**config.mk**
```make
export PLATFORM = sky130hd
export DESIGN_NAME = flba_div
export DESIGN_NICKNAME = d
export VERILOG_FILES = /design/src/design/flba_div.sv
export SDC_FILE = /design/constraint.sdc
export NUM_CORES = 1
export LEC_CHECK = 0
export ABC_CLOCK_PERIOD_IN_PS = 800
export BUFFER_PORTS_ARGS = -buffer_cell sky130_fd_sc_hd__clkbuf_2
export CAP_MARGIN = 40
export CORE_AREA = 2 2 39 41
export CTS_CLUSTER_SIZE = 25
export DETAILED_ROUTE_END_ITERATION = 12
export DIE_AREA = 0 0 41 43
export PLACE_DENSITY = 0.68
export SYNTH_ARGS = -nofsm -noshare
export SYNTH_HDL_FRONTEND = slang
export SYNTH_SLANG_ARGS = --single-unit
```
**constraint.sdc**
```tcl
create_clock -name i_clk -period 0.8 [get_ports i_clk]
set_input_delay 0.08 -clock i_clk [delete_from_list [all_inputs] [get_ports i_clk]]
set_output_delay 0.08 -clock i_clk [all_outputs]
set_load 0.01 [all_outputs]
```
**src/design/flba_div.sv**
```systemverilog
`timescale 1ns / 1ps
// ----------------------------------------------------------------------------
// flba_div
// Shared divide-by-word-size unit: reciprocal multiply, registered product.
// ----------------------------------------------------------------------------
module flba_div #(
    parameter int DW         = 17,
    parameter int WORD_BYTES = 8
) (
    input  logic          i_clk,
    input  logic [DW-1:0] i_op,
    output logic [DW-1:0] o_quo
);
    localparam int SH    = DW + 3;
    localparam int PW    = DW + SH + 1;
    localparam int RECIP = ((2 ** SH) + WORD_BYTES - 1) / WORD_BYTES;

    logic [PW-1:0] r_prod;

    always_ff @(posedge i_clk) begin
        r_prod <= PW'(i_op) * PW'(RECIP);
    end

    assign o_quo = r_prod[SH +: DW];
endmodule
```
======== Yosys cells after proc, flatten, opt, wreduce, memory -nomap -nowiden ========
Index checks and enable logic that the tools add are counted.
operators by class
  add/sub/neg operators ................... 0
  $mul .................................... 0
  div/mod/pow operators ................... 0
  magnitude comparators ................... 0
  equality and inequality tests ........... 0
  shift-type cells ........................ 0
  muxes and demuxes ....................... 0
  bitwise logic cells ..................... 0
  reduce and logical (&&, ||, !) cells .... 0
word-level totals
  register bits after elaboration ......... 17
  latch bits .............................. 0
  bits in writable memories ............... 0
  ROM bits ................................ 0
  memories kept ........................... 0

======== Logic depth before layout (Yosys ltp) ========
  depth in word-level cells ............... 0
  gate-level depth with buffers ........... 1
  mapped depth without buffers ............ 0

======== Worst setup path after synthesis ========
Ideal clock, no wire load.
  path type ............................... register -> output
  start ................................... register r_prod[20]
  end ..................................... output port o_quo[0]
  arrival time ............................ 0.331 ns
  data required time ...................... 0.720 ns
  setup slack ............................. 0.389 ns
  stages on the path, launching flop included .. 1
  path buffers ............................ 0
  cells stage by stage .................... dfxtp_1
RTL lines
  item                    line  RTL
  start, declared         18    logic [PW-1:0] r_prod;
  start signal, assigned  21    r_prod <= PW'(i_op) * PW'(RECIP);
  end, declared           12    output logic [DW-1:0] o_quo
No word-level cell between the ends.

======== Worst setup path after layout ========
  start ................................... register r_prod[33]
  end ..................................... output port o_quo[13]
No word-level cell between the ends.

==> impl_metrics.csv <==
group,metric,value,unit
finish,top_register,"r_prod",
finish,largestRegisters,"r_prod (14)",
place,dp_cells,61,
finish,fin_util,48.19,%
drt,drtIter0Drc,2,
clock_network,cts_num_sinks,14,
worst_setup_path,critPathBufInv,1,
global_routing,grt-ovfl-total,0,
min_path,hold_path_class,"in -> reg",
global_routing,grt_pass1_wl,897,um
timing,period_share,97.54,%
min_path,holdPathStages,2,
timing,report.final.slew_viol_count,0,
clock_network,cts_inserted_buffers,3,
drt,finalWirelength,688,um
place,place.gp.congestion,0.6608,
drt,viasPerCell,3.551,
timing,period_needed,780.3,ps
clock_network,cts.path.max_buffers,2,
global_routing,track_usage,8.081,%
floorplanning,die_w,41,um
global_routing,grt_antenna_before_repair,0,
worst_setup_path,cp_slowest_cell,"dfxtp_1",
yosys,ys_seq_elements,14,
yosys,synth.distinct_cells,3,
yosys,synth_area_per_cell,17.03,um^2
min_path,holdPathEnd,"r_prod[22]$_DFF_P_",
timing,whs,441.7,ps
global_routing,grt_pass1_vias,281,
floorplanning,start_util,22.15,%
clock_network,cts_tree,"done",
pwr,power.total,1.282,mW
clock_network,clkTransAtPathRegs,80,ps
pwr,power.static_leakage,0.3282,nW
worst_setup_path,cp.arrival,700,ps
flow_run,maxCapViolCount,0,
yosys,synth_warnings,0,
min_path,min_from,"i_op[5]",
pwr,power.density,1923,nW/um^2
worst_setup_path,critPathMaxStageDelay,310,ps
worst_setup_path,critical-path-top-delay-family,"flip-flops",
yosys,synthCells,18,
drt,ant_nets,0,
clock_network,cts.htree.levels,1,
worst_setup_path,path_max_fanout,1,
finish,nets,82,
worst_setup_path,critPathLaunchType,"register",
run_status,status,"completed",
floorplanning,io_pins,35,
yosys,synth_area,306.5,um^2
place,port_buffers,28,
drt,wl_per_cell,8.821,um
floorplanning,die_height,43,um
drt,vias,277,
finish,diodes,0,
global_routing,grt_max_degree,8,
clock_network,clockRootBuffer,"clkbuf_4",
finish,stdcell_count,78,
finish,drive_above_1_share,61.29,%
pwr,ir_worst_vdd,0.8609,mV
worst_setup_path,end_kind,"primary output",
floorplanning,rows,14,
timing,max_freq,1282,MHz
worst_setup_path,critPathRequiredTime,720,ps
timing,tns,0,ps
timing,setup_viol,0,
finish,largest_register_ffs,14,
floorplanning,core_area,1384,um^2
drt,dr.pass1.iters,2,
drt,drc_errors,0,
floorplanning,dieArea,1763,um^2
timing,rsz0062_at_grt,"true",
worst_setup_path,cp_cell_sequence,"buf_2",
timing,hold_viol,0,
yosys,seq_area_frac_synth,91.43,%
finish,areaGrowthSynthToFinish,117.6,%
worst_setup_path,path_class,"reg -> out",
==> worst max path at each step <==
stage / from / endpoint / slack, ps / cells past startpoint
floorplan: r_prod[20]$_DFF_P_ / o_quo[0] / 390 / 0
global placement: r_prod[29]$_DFF_P_ / o_quo[9] / 310 / 1
CTS: r_prod[33]$_DFF_P_ / o_quo[13] / -3 / 1
finish: r_prod[33]$_DFF_P_ / o_quo[13] / 20 / 1
detailed placement: r_prod[28]$_DFF_P_ / o_quo[8] / 300 / 1
global route: r_prod[33]$_DFF_P_ / o_quo[13] / -20 / 1
==> power breakdown <==
group / internal, mW / total, mW / switching, mW
Combinational: 0.112 / 0.167 / 0.0549
Clock: 0.174 / 0.365 / 0.191
Sequential: 0.738 / 0.750 / 0.0122
Total: 1.02 / 1.28 / 0.258
==> cell type report <==
cell class	count	area [um^2]
Clock buffer	3	22.52
Fill cell	135	716.9
Timing Repair Buffer	42	324.1
Sequential cell	14	289.0
Tap cell	16	20.02
Multi-Input combinational cell	3	11.26
==> synth_stat cells, drive strengths merged <==
cell type / n / area (um^2)
conb: 1 / 3.750
buf: 3 / 22.52
dfxtp: 14 / 280.3
==> metrics by stage <==
stage / cell area, um^2 / setup WS, ps
global placement: 451.7 / 307.9
detailed placement: 451.7 / 297.9
floorplan: 314.1 / 389.2
finish: 666.9 / 19.71
global route: 666.9 / -19.91
CTS: 615.6 / -3.038
==> cells in the final DEF (no fill, tap or decap) <==
master,n
buf_2,7
clkbuf_2,14
buf_6,7
dlygate4sd3_1,14
dfxtp_1,7
dfxtp_2,7
conb_1,3
clkbuf_4,3
==> cell families (layout without fill, tap and decap cells) <==
group	count (synthesis)	after routing	share of synthesized area, %
flip-flops	14	14	91.43
buffers and inverters	3	45	7.346
other	1	3	1.223
==> timing repair <==
item	4_1_cts	5_1_grt
hold endpoints to repair	14	0
buffers inserted	0	0
resized for setup	1	27
setup endpoints to repair	5	14
hold buffers	14	0
==> layer usage <==
metal	global-route usage, %	routed length (um)	vias up
met4	4.000	0	0
met1	5.246	248	116
met3	6.806	97	0
met2	14.06	342	24
met5	0	0	-
li1	-	-	137
(Power assumes the default switching activity.)
